### src/hdl/assert_macros.svh
// ----------------------------------------------------------------------------
// assert_macros.svh
// Clocked assertion helpers shared by the RTL.
// ----------------------------------------------------------------------------
`ifndef ASSERT_MACROS_SVH
`define ASSERT_MACROS_SVH

// Checked at every edge, reset included.
`define ASSERT_ALWAYS(label, clk, prop, msg) \
  label: assert property (@(posedge clk) (prop)) else $error(msg);

// Checked only out of reset (reset is active low).
`define ASSERT_RST(label, clk, rst_n, prop, msg) \
  label: assert property (@(posedge clk) disable iff (!rst_n) (prop)) else $error(msg);

`endif

### src/hdl/bdq_pkg.sv
// ----------------------------------------------------------------------------
// bdq_pkg
// Types and fixed field widths of the bounded deque with key search.
// ----------------------------------------------------------------------------
`default_nettype none

package bdq_pkg;

  localparam int unsigned KindW       = 3;
  localparam int unsigned KeyFieldW   = 64;
  localparam int unsigned StatusW     = 2;
  localparam int unsigned CountFieldW = 5;
  localparam int unsigned OutDataW    = KeyFieldW + 1 + StatusW + CountFieldW;

  typedef enum logic [KindW-1:0] {
    KIND_PUSH_FRONT = 3'd0,
    KIND_PUSH_BACK  = 3'd1,
    KIND_POP_FRONT  = 3'd2,
    KIND_POP_BACK   = 3'd3,
    KIND_SEARCH     = 3'd4,
    KIND_REVERSE    = 3'd5
  } kind_e;

  typedef enum logic [StatusW-1:0] {
    STATUS_OK    = 2'd0,
    STATUS_EMPTY = 2'd1,
    STATUS_FULL  = 2'd2
  } status_e;

  typedef enum logic [2:0] {
    ST_IDLE,
    ST_DECODE,
    ST_POP_WAIT,
    ST_SEARCH,
    ST_OUT
  } state_e;

endpackage

`default_nettype wire

### src/hdl/bounded_deque_with_key_search.sv
// ----------------------------------------------------------------------------
// bounded_deque_with_key_search
// Bounded double-ended queue of keys in a ring store, with key search.
// ----------------------------------------------------------------------------
//  channel  | dir | tdata (low bit up)                            | tuser
//  s_axis   | in  | key_value[63:0]                               | kind[2:0]
//  m_axis   | out | popped_value[63:0], found, status[1:0],       | -
//           |     | entry_count[4:0]                              |
//
//  Push, reverse and full/empty refusals pass through accept, decode and
//  result states. Pop adds a state for one registered read of the key store.
//  Search scans the stored keys between decode and result, one stored key
//  per cycle through a single comparator, fed by the store's one read port.
//  No item is accepted until the current result beat has been taken.
//  After reset the deque is empty; the key store itself is not cleared.
// ----------------------------------------------------------------------------
`default_nettype none

`include "assert_macros.svh"

module bounded_deque_with_key_search
  import bdq_pkg::*;
#(
  parameter int unsigned CAPACITY  = 16,
  parameter int unsigned KEY_WIDTH = 64
) (
  input  wire logic                 clk_i,
  input  wire logic                 rst_ni,
  input  wire logic                 s_axis_tvalid_i,
  output logic                      s_axis_tready_o,
  input  wire logic [KeyFieldW-1:0] s_axis_tdata_i,   // key_value
  input  wire logic [KindW-1:0]     s_axis_tuser_i,   // kind
  output logic                      m_axis_tvalid_o,
  input  wire logic                 m_axis_tready_i,
  // popped_value[63:0], found[64], status[66:65], entry_count[71:67]
  output logic [OutDataW-1:0]       m_axis_tdata_o
);

  localparam int unsigned IdxW = (CAPACITY > 1) ? $clog2(CAPACITY) : 1;
  localparam int unsigned CntW = $clog2(CAPACITY + 1);

  localparam logic [CntW-1:0] CntFull = CntW'(CAPACITY);
  localparam logic [IdxW-1:0] IdxLast = IdxW'(CAPACITY - 1);

  function automatic logic [IdxW-1:0] ring_pos(input logic [IdxW-1:0] base,
                                               input logic [CntW-1:0] off);
    logic [CntW:0] sum;
    sum = (CntW+1)'(base) + (CntW+1)'(off);
    if (sum >= (CntW+1)'(CAPACITY)) begin
      sum = sum - (CntW+1)'(CAPACITY);
    end
    return sum[IdxW-1:0];
  endfunction

  state_e                state_q, state_d;
  logic [IdxW-1:0]       front_q, front_d;
  logic [CntW-1:0]       count_q, count_d;
  logic                  rev_q, rev_d;
  logic [CntW-1:0]       idx_q, idx_d;

  kind_e                 kind_q;
  logic [KEY_WIDTH-1:0]  key_q;
  logic [KEY_WIDTH-1:0]  popped_q, popped_d;
  logic                  found_q, found_d;
  status_e               status_q, status_d;

  logic [KEY_WIDTH-1:0]  mem [CAPACITY];
  logic [KEY_WIDTH-1:0]  rd_data_q;
  logic [IdxW-1:0]       rd_addr;
  logic [IdxW-1:0]       wr_addr;
  logic                  wr_en;

  logic                  s_beat;
  logic                  m_beat;
  logic                  front_side;
  logic                  is_full;
  logic                  is_empty;

  assign s_axis_tready_o = (state_q == ST_IDLE);
  assign m_axis_tvalid_o = (state_q == ST_OUT);
  assign s_beat          = s_axis_tvalid_i & s_axis_tready_o;
  assign m_beat          = m_axis_tvalid_o & m_axis_tready_i;
  assign is_full         = (count_q == CntFull);
  assign is_empty        = (count_q == '0);

  always_comb begin
    unique case (kind_q)
      KIND_PUSH_FRONT: front_side = ~rev_q;
      KIND_POP_FRONT:  front_side = ~rev_q;
      default:         front_side = rev_q;
    endcase
  end

  // next state
  always_comb begin
    state_d = state_q;
    unique case (state_q)
      ST_IDLE: begin
        if (s_beat) begin
          state_d = ST_DECODE;
        end
      end
      ST_DECODE: begin
        case (kind_q) inside
          KIND_POP_FRONT, KIND_POP_BACK: begin
            state_d = is_empty ? ST_OUT : ST_POP_WAIT;
          end
          KIND_SEARCH: begin
            state_d = is_empty ? ST_OUT : ST_SEARCH;
          end
          default: begin
            state_d = ST_OUT;
          end
        endcase
      end
      ST_POP_WAIT: state_d = ST_OUT;
      ST_SEARCH: begin
        if (idx_q == count_q) begin
          state_d = ST_OUT;
        end
      end
      ST_OUT: begin
        if (m_beat) begin
          state_d = ST_IDLE;
        end
      end
      default: state_d = ST_IDLE;
    endcase
  end

  // datapath and store control
  always_comb begin
    front_d  = front_q;
    count_d  = count_q;
    rev_d    = rev_q;
    idx_d    = idx_q;
    popped_d = popped_q;
    found_d  = found_q;
    status_d = status_q;
    rd_addr  = front_q;
    wr_addr  = front_q;
    wr_en    = 1'b0;
    unique case (state_q)
      ST_DECODE: begin
        popped_d = '0;
        found_d  = 1'b0;
        status_d = STATUS_OK;
        idx_d    = CntW'(1);
        case (kind_q) inside
          KIND_PUSH_FRONT, KIND_PUSH_BACK: begin
            if (is_full) begin
              status_d = STATUS_FULL;
            end else begin
              wr_en   = 1'b1;
              count_d = count_q + CntW'(1);
              if (front_side) begin
                wr_addr = (front_q == '0) ? IdxLast : front_q - IdxW'(1);
                front_d = wr_addr;
              end else begin
                wr_addr = ring_pos(front_q, count_q);
              end
            end
          end
          KIND_POP_FRONT, KIND_POP_BACK: begin
            if (is_empty) begin
              status_d = STATUS_EMPTY;
            end else begin
              count_d = count_q - CntW'(1);
              if (front_side) begin
                rd_addr = front_q;
                front_d = ring_pos(front_q, CntW'(1));
              end else begin
                rd_addr = ring_pos(front_q, count_q - CntW'(1));
              end
            end
          end
          KIND_SEARCH: begin
            rd_addr = front_q;
          end
          KIND_REVERSE: begin
            rev_d = ~rev_q;
          end
          default: begin
          end
        endcase
      end
      ST_POP_WAIT: begin
        popped_d = rd_data_q;
      end
      ST_SEARCH: begin
        if (rd_data_q == key_q) begin
          found_d = 1'b1;
        end
        if (idx_q != count_q) begin
          rd_addr = ring_pos(front_q, idx_q);
          idx_d   = idx_q + CntW'(1);
        end
      end
      default: begin
      end
    endcase
  end

  always_ff @(posedge clk_i or negedge rst_ni) begin
    if (!rst_ni) begin
      state_q <= ST_IDLE;
      front_q <= '0;
      count_q <= '0;
      rev_q   <= 1'b0;
      idx_q   <= '0;
    end else begin
      state_q <= state_d;
      front_q <= front_d;
      count_q <= count_d;
      rev_q   <= rev_d;
      idx_q   <= idx_d;
    end
  end

  always_ff @(posedge clk_i) begin
    if (s_beat) begin
      kind_q <= kind_e'(s_axis_tuser_i);
      key_q  <= s_axis_tdata_i[KEY_WIDTH-1:0];
    end
    popped_q <= popped_d;
    found_q  <= found_d;
    status_q <= status_d;
  end

  // key store: one write port, one registered read port
  always_ff @(posedge clk_i) begin
    if (wr_en) begin
      mem[wr_addr] <= key_q;
    end
    rd_data_q <= mem[rd_addr];
  end

  assign m_axis_tdata_o = {CountFieldW'(count_q), status_q, found_q, KeyFieldW'(popped_q)};

  `ASSERT_RST(a_count_bound, clk_i, rst_ni, count_q <= CntFull, "count above capacity")
  `ASSERT_RST(a_full_status, clk_i, rst_ni,
              (m_axis_tvalid_o && status_q == STATUS_FULL) |-> is_full,
              "full status with free room")
  `ASSERT_RST(a_empty_status, clk_i, rst_ni,
              (m_axis_tvalid_o && status_q == STATUS_EMPTY) |-> (is_empty && popped_q == '0),
              "empty status on a nonempty deque")
  `ASSERT_RST(a_found_search, clk_i, rst_ni,
              (m_axis_tvalid_o && found_q) |-> (kind_q == KIND_SEARCH),
              "found set outside a search")

endmodule

`default_nettype wire
### config.mk
export PLATFORM = sky130hd
export DESIGN_NAME = bounded_deque_with_key_search
export DESIGN_NICKNAME = d
export VERILOG_FILES = /design/src/hdl/bdq_pkg.sv /design/src/hdl/bounded_deque_with_key_search.sv
export VERILOG_INCLUDE_DIRS = /design/src /design/src/hdl
export SDC_FILE = /design/constraint.sdc
export NUM_CORES = 2
export LEC_CHECK = 0
export BUFFER_PORTS_ARGS = -buffer_cell sky130_fd_sc_hd__buf_4
export CAP_MARGIN = 20
export CORE_ASPECT_RATIO = 0.6
export CORE_MARGIN = 3
export CORE_UTILIZATION = 30
export DETAILED_ROUTE_END_ITERATION = 10
export GPL_ROUTABILITY_DRIVEN = 1
export REMOVE_ABC_BUFFERS = 1
export SLEW_MARGIN = 40
export SYNTH_ARGS = -nofsm -noshare
export SYNTH_HDL_FRONTEND = slang
export SYNTH_SLANG_ARGS = --single-unit
### constraint.sdc
create_clock -name clk_i -period 7 [get_ports clk_i]
set_input_delay 0.35 -clock clk_i [delete_from_list [all_inputs] [get_ports clk_i]]
set_output_delay 0.35 -clock clk_i [all_outputs]
set_load 0.02 [all_outputs]
# ---- Word level (Yosys, flattened, before mapping)
# Memory sizes are Yosys's and may differ from the RTL's. A register that Yosys moved wholly into a read port is not among the register bits.
# Cells that the tools add are included.
dict set report totals {
  inputBits 71
  ramBits 1024
  memories 1
  out_inout_bits 74
  register_bits 152
  elab_cells 119
}
# memory depth word_bits rd rd_clocked_by_memory_dff write_ports line_no
set memory_table {}
lappend memory_table {mem 16 64 1 1 1 bounded_deque_with_key_search.sv:67} ;# logic [KEY_WIDTH-1:0] mem [CAPACITY];
dict set report op_classes {
  n_eq_ne 22
  reduce_logical 16
  n_bitwise 6
  muxes 48
  add_sub_neg 12
  magnitude_cmp 4
}
# operator n
set op_table {}
lappend op_table {{64-bit case mux with 2 select lines} 1}
lappend op_table {{4-bit 2-to-1 mux} 20}
lappend op_table {{64-bit equality test} 1}
lappend op_table {{5-bit 2-to-1 mux} 5}
lappend op_table {{3-bit 2-to-1 mux} 7}
lappend op_table {{4-bit by 1-bit subtractor with 4-bit output (second input constant)} 5}
lappend op_table {{4-bit by 5-bit adder with 6-bit output} 3}
lappend op_table {{6-bit by 5-bit >= comparator with 1-bit output (second input constant)} 3}
lappend op_table {{3-bit case mux with 5 select lines} 1}
lappend op_table {{3-bit by 2-bit equality test with 1-bit output (second input constant)} 4}
lappend op_table {{2-bit != test (second input constant)} 6}
lappend op_table {{5-bit by 1-bit adder with 5-bit output (second input constant)} 2}
lappend op_table {{5-bit case mux with 2 select lines} 1}
lappend op_table {{3-bit equality test (second input constant)} 3}
lappend op_table {{1-bit 2-to-1 mux} 9}
lappend op_table {{4-bit case mux with 2 select lines} 1}
lappend op_table {{3-bit by 1-bit equality test with 1-bit output (second input constant)} 2}
lappend op_table {{3-bit logical NOT} 2}
lappend op_table {{2-bit by 1-bit != test with 1-bit output (second input constant)} 3}
lappend op_table {{6-bit AND reduction} 1}
lappend op_table {{2-bit nonzero test} 3}
lappend op_table {{2-bit OR reduction} 3}
lappend op_table {{4-bit by 1-bit adder with 5-bit output (second input constant)} 1}
lappend op_table {{5-bit equality test} 1}
lappend op_table {{14 further kinds} 20}

# ---- Longest topological paths before layout
dict set report logic_depth {
  word_depth 9
  ltp_mapped 15
  mapped_depth_nobuf 12
}

# ---- Worst setup path before layout
# OpenSTA, ideal clock, no wires.
dict set report synth_path {
  path_kind {register to register}
  startpoint {register count_q[0]}
  endpoint {memory mem[6][0] (enable)}
  arrival_ns 4.553
  stages_incl_launch_ff 10
  required_ns 6.514
  period_less_slack_ns 5.040
  path_buffers 0
  setup_ns 0.486
  setup_slack_ns 1.960
  path_cell_list {dfrtp_1 > inv_1 > ha_1 > nor3b_1 > nand2_1 > and3_1 > o21ai_0 > a22oi_1 > nand2_1 > nor2_1}
}
dict set report synth_via {
  elab_chain_len 7
  elab_cells_between_ends 14
  classes_between {add/sub (2); order compare (1); eq/ne (1); mux (10)}
}
# element line_no
set synth_lines {}
lappend synth_lines {{start: declaration} bounded_deque_with_key_search.sv:57} ;# logic [CntW-1:0] count_q, count_d;
lappend synth_lines {{start signal: assignment} bounded_deque_with_key_search.sv:214} ;# count_q <= count_d;
lappend synth_lines {{4-bit by 5-bit adder with 6-bit output} bounded_deque_with_key_search.sv:48} ;# sum = (CntW+1)'(base) + (CntW+1)'(off);
lappend synth_lines {{6-bit by 5-bit >= comparator with 1-bit output / 4-bit by 1-bit subtractor with 4-bit output (equally long branches)} {bounded_deque_with_key_search.sv:49, bounded_deque_with_key_search.sv:50}}
lappend synth_lines {{4-bit 2-to-1 mux} bounded_deque_with_key_search.sv:49} ;# if (sum >= (CntW+1)'(CAPACITY)) begin
lappend synth_lines {{4-bit 2-to-1 mux} bounded_deque_with_key_search.sv:156} ;# if (front_side) begin
lappend synth_lines {{4-bit 2-to-1 mux} bounded_deque_with_key_search.sv:151} ;# if (is_full) begin
lappend synth_lines {{4-bit 2-to-1 mux} bounded_deque_with_key_search.sv:149} ;# case (kind_q) inside
lappend synth_lines {{4-bit 2-to-1 mux} bounded_deque_with_key_search.sv:143} ;# unique case (state_q)
lappend synth_lines {{end: declaration} bounded_deque_with_key_search.sv:67}
# Several ways; a longest one is shown, not always the timed one.

# ---- Worst setup path in the final report
dict set report layout_path {
  startpoint {register count_q[1]}
  endpoint {register rd_data_q[40], read port of mem}
}
dict set report layout_via {
  elab_chain_len 9
  elab_cells_between_ends 13
  classes_between {add/sub (3); order compare (1); eq/ne (1); mux (7); reduce/logical (1)}
}
# element line_no
set layout_lines {}
lappend layout_lines {{5-bit by 1-bit subtractor with 5-bit output} bounded_deque_with_key_search.sv:173} ;# rd_addr = ring_pos(front_q, count_q - CntW'(1));
lappend layout_lines {{4-bit by 5-bit adder with 6-bit output} bounded_deque_with_key_search.sv:48}
lappend layout_lines {{6-bit by 5-bit >= comparator with 1-bit output / 4-bit by 1-bit subtractor with 4-bit output (equally long branches)} {bounded_deque_with_key_search.sv:49, bounded_deque_with_key_search.sv:50}}
lappend layout_lines {{4-bit 2-to-1 mux} bounded_deque_with_key_search.sv:49}
lappend layout_lines {{4-bit 2-to-1 mux} bounded_deque_with_key_search.sv:169} ;# if (front_side) begin
lappend layout_lines {{4-bit 2-to-1 mux} bounded_deque_with_key_search.sv:165} ;# if (is_empty) begin
lappend layout_lines {{4-bit 2-to-1 mux (2 in series)} bounded_deque_with_key_search.sv:149}
lappend layout_lines {{4-bit case mux with 2 select lines (*)} bounded_deque_with_key_search.sv:143}
lappend layout_lines {{end: declaration} bounded_deque_with_key_search.sv:68} ;# logic [KEY_WIDTH-1:0] rd_data_q;
# Mark *: on every way between the ends. The rest lies on a longest branch, timed or not.
# A chain may end at the register's enable or synchronous reset.

==> qor.csv <==
stage,metric,value,unit
floorplanning,die width,523.2,um
placement,IO Port Bufs,144,
yosys,"Cell Area, Synth",48150,um2
timing,Post-Route Setup TNS,0,ns
power,pwr/cell area,435.1,nW/um2
worst_setup_path,Crit-path slowest cell,dfrtp_1,
clock_network,"Reg clk slew, reported paths",0.07,ns
timing,Max Slew Vio Count,0,
cells_and_area,Total Nets Final,3290,
worst_setup_path,critical path data arrival time,5.03,ns
cells_and_area,Fillers,14890,
grt,GR Overflow Total,0,
grt,vias in the first global route,25310,
timing,minimum clock period,4.471,ns
timing,measured slew at the worst slew-check pin,0.9093,ns
route,DRC Markers,0,
clock_network,Setup Buffers After CTS,0,
worst_setup_path,Crit Path Max Fanout,126,
power,cell leakage power,18.88,nW
worst_setup_path,Setup Crit Path Kind,reg2reg,
route,Pre-antenna DRT Iters,6,
worst_setup_path,reg2reg setup slack,2.53,ns
yosys,register area share after synthesis,75.82,%
placement,area post-placement,51860,um2
route,drt wl/cell,22.88,um
worst_setup_path,origin of the critical flop-to-flop path,count_q[1]$_DFFE_PN0P_,
floorplanning,height of the die,316.3,um
yosys,list of most frequent post-synthesis cells,"edfxtp_1, nand2_1, mux2i_1",
cells_and_area,fin area,55980,um2
power,Worst VDD drop,0.5998,mV
yosys,"Top FF cell, synth",edfxtp_1,
cells_and_area,Diodes inserted,0,
floorplanning,Rows,113,
route,via count,26700,
timing,clock skew,0.03824,ns
floorplanning,Core Region,158800,um2
worst_setup_path,Critical Path RT,7.56,ns
clock_network,CTS root buf,clkbuf_16,
yosys,post-synthesis async set-or-reset flop share,1.452,%
grt,Total GRT Usage,14.64,%
floorplanning,initial cell density of the core,30.33,%
timing,Final setup violation count,0,
clock_network,H-tree Lvls,3,
worst_setup_path,element type at the critical path start,register,
hold_path,Tightest Hold Check Type,in2async,
worst_setup_path,Worst Reg2Reg Path Length in Cells,12,
route,Routed WL,123900,um
floorplanning,die area,165500,um2
yosys,number of flops mapped to enable cells by yosys,1158,
floorplanning,Boundary Pins,145,
yosys,count of cell types in the netlist,62,
timing,Hold WS,0.08584,ns
yosys,Synth area leader,edfxtp_1,
grt,initial antenna violation count,4,
clock_network,TritonCTS clock tree,built,
yosys,most common cell in the synthesized netlist,edfxtp_1,
yosys,post-synth top area share,72.22,%
timing,period utilisation layout,63.87,%
worst_setup_path,CP max stage delay,0.59,ns
cells_and_area,area grow syn2layout,16.25,%
cells_and_area,layout cells sized above 1,11.95,%
grt,first-pass GRT wire length,179900,um
route,Vias/cell,4.931,
timing,final hold vios,0,
yosys,Ys Warns,0,
placement,hpwl dp,65560,um
clock_network,CTS sink cnt,1240,
clock_network,post-cts sizing count,0,
worst_setup_path,CP dominant cell by count,mux2i_1,
yosys,Yosys reg bits,1240,
clock_network,clock latency on the worst-skew pair,0.70,ns
timing,FMAX,223.7,MHz
route,Post-DRT Antenna Nets,0,
run,max-cap viol count,0,
yosys,Syn Inst Count,3000,
outcome,status,completed,
clock_network,CTS buffer count,104,
worst_setup_path,RR Endpoint,rd_data_q[40]$_DFF_P_,
grt,largest net degree at the start of global routing,127,
yosys,leading post-synthesis cells by cell area,"edfxtp_1, mux2i_1, nand2_1, a221o_1, dfxtp_1",
timing,Max transition margin,39.38,%
clock_network,post-cts hold buffer count,69,
yosys,Syn Area/Cell,16.05,um2
route,DRT iter0 DRCs,2944,
timing,unrepaired setup endpoints after global routing,false,
worst_setup_path,CP cell instances,inv_1 > ha_1 > fa_1 > or3b_2 > nor4_1 > o21ai_1 > nand4_1 > buf_12 > mux2i_1 > mux2i_1 > a32oi_1 > nand3_1,
placement,gp weighted congestion,0.7679,
clock_network,CTS Buffer Depth,3,
worst_setup_path,Worst Setup End Kind,register,
## layout make-up
type	count	area, um2	area share (%)
inverter	11	41.29	0.07376
clock inverter	66	605.6	1.082
clock buffer	129	2810	5.020
tap	2127	2661	4.754
sequential	1240	36510	65.22
timing repair buffer	272	2555	4.564
multi-input combinational	1571	10800	19.29
## how the worst max path moves through the flow
| stage | from | endpoint | slack [ns] | cells past startpoint |
|---|---|---|---|---|
| final | count_q[1]$_DFFE_PN0P_ | rd_data_q[40]$_DFF_P_ | 2.53 | 12 |
| after global routing | count_q[1]$_DFFE_PN0P_ | rd_data_q[2]$_DFF_P_ | 2.27 | 12 |
| after CTS | count_q[0]$_DFFE_PN0P_ | rd_data_q[34]$_DFF_P_ | 2.54 | 12 |
| after detailed placement | count_q[0]$_DFFE_PN0P_ | rd_data_q[34]$_DFF_P_ | 2.60 | 12 |
| after global placement | count_q[0]$_DFFE_PN0P_ | rd_data_q[33]$_DFF_P_ | 2.69 | 12 |
| after floorplan | count_q[0]$_DFFE_PN0P_ | rd_data_q[0]$_DFF_P_ | -14.21 | 11 |
## kinds of logic (layout without fill, tap and decap cells)
logic type / Yosys count / in the layout / share of synthesized area (%)
xor gates and xnor gates: 93 / 93 / 1.707
muxes: 322 / 322 / 6.694
AOI/OAI and AO/OA: 369 / 369 / 5.878
buffers and inverters: 189 / 478 / 2.154
DFF: 1240 / 1240 / 75.82
adders and majority gates: 19 / 19 / 0.5405
and+or+nand+nor: 768 / 768 / 7.211
## cell usage in the layout, fill, tap and decap left out, types with 3 or more instances in the layout
cell type,count
edfxtp_1,1158
nand2_1,405
mux2i_1,322
nand3_1,199
buf_4,172
a21oi_1,142
a221o_1,129
clkbuf_16,107
dlygate4sd3_1,69
xnor2_1,65
a32oi_1,64
and2_1,64
dfxtp_1,64
clkinv_1,28
xor2_1,26
nor2_1,23
nand4_1,19
nor2_4,18
dfrtp_1,18
clkbuf_1,17
ha_1,16
buf_12,16
clkinv_2,14
inv_1,10
bufinv_16,9
o21ai_0,8
clkinvlp_4,8
nor3_1,6
buf_6,6
nor4_1,5
clkbuf_8,5
buf_8,5
nand2b_1,4
buf_16,4
o21ai_1,3
a21o_1,3
nor3b_1,3
a22o_1,3
fa_1,3
## power breakdown
| group | internal [W] | switching, W | leakage (nW) |
|---|---|---|---|
| sequential | 0.00919 | 0.000813 | 11.2 |
| clock | 0.00320 | 0.00268 | 1.65 |
| combinational | 0.00296 | 0.00551 | 5.98 |
## sequential cells by signal, indices dropped and copies added, names as in the netlist
name and flops:
count_q 5, found_q 1, front_q 4, idx_q 5, key_q 64, kind_q 3
mem 1024, popped_q 64, rd_data_q 64, rev_q 1, state_q 3, status_q 2
## critical path, delay by kind of cell, from the launching register on
family                   cells  cell delay [ns]
multiplexers                 2             0.37
AND/OR/NAND/NOR              4             1.32
flip-flops                   1             0.59
adder cells (fa/ha/maj)      2             0.77
AO/OA/AOI/OAI                2             0.33
buffers and inverters        2             0.67
## stage by stage
| step | total power (W) | worst slack [ns] | instances | util [%] |
|---|---|---|---|---|
| 3_3_place_gp | 0.01850 | 2.693 | 5143 | 32.53 |
| 3_5_place_dp | 0.01864 | 2.602 | 5152 | 32.66 |
| 6_report | 0.02436 | 2.529 | 5416 | 35.25 |
| 2_1_floorplan | 0.01505 | -14.21 | 2822 | - |
| 5_1_grt | 0.02562 | 2.266 | 5416 | 35.25 |
| 4_1_cts | 0.02456 | 2.538 | 5416 | 35.25 |
## per-layer routing
layer / share of wire (%) / GRT usage (%) / vias up / wire length [um]
met5: 0 / 0 / - / 0
met4: 1.4 / 2.746 / 0 / 1765
met3: 7.1 / 2.549 / 136 / 8850
met2: 44 / 21.83 / 959 / 54630
met1: 47 / 22.41 / 13680 / 58680
li1: - / - / 11930 / -
Power figures use the tool's default switching activity.
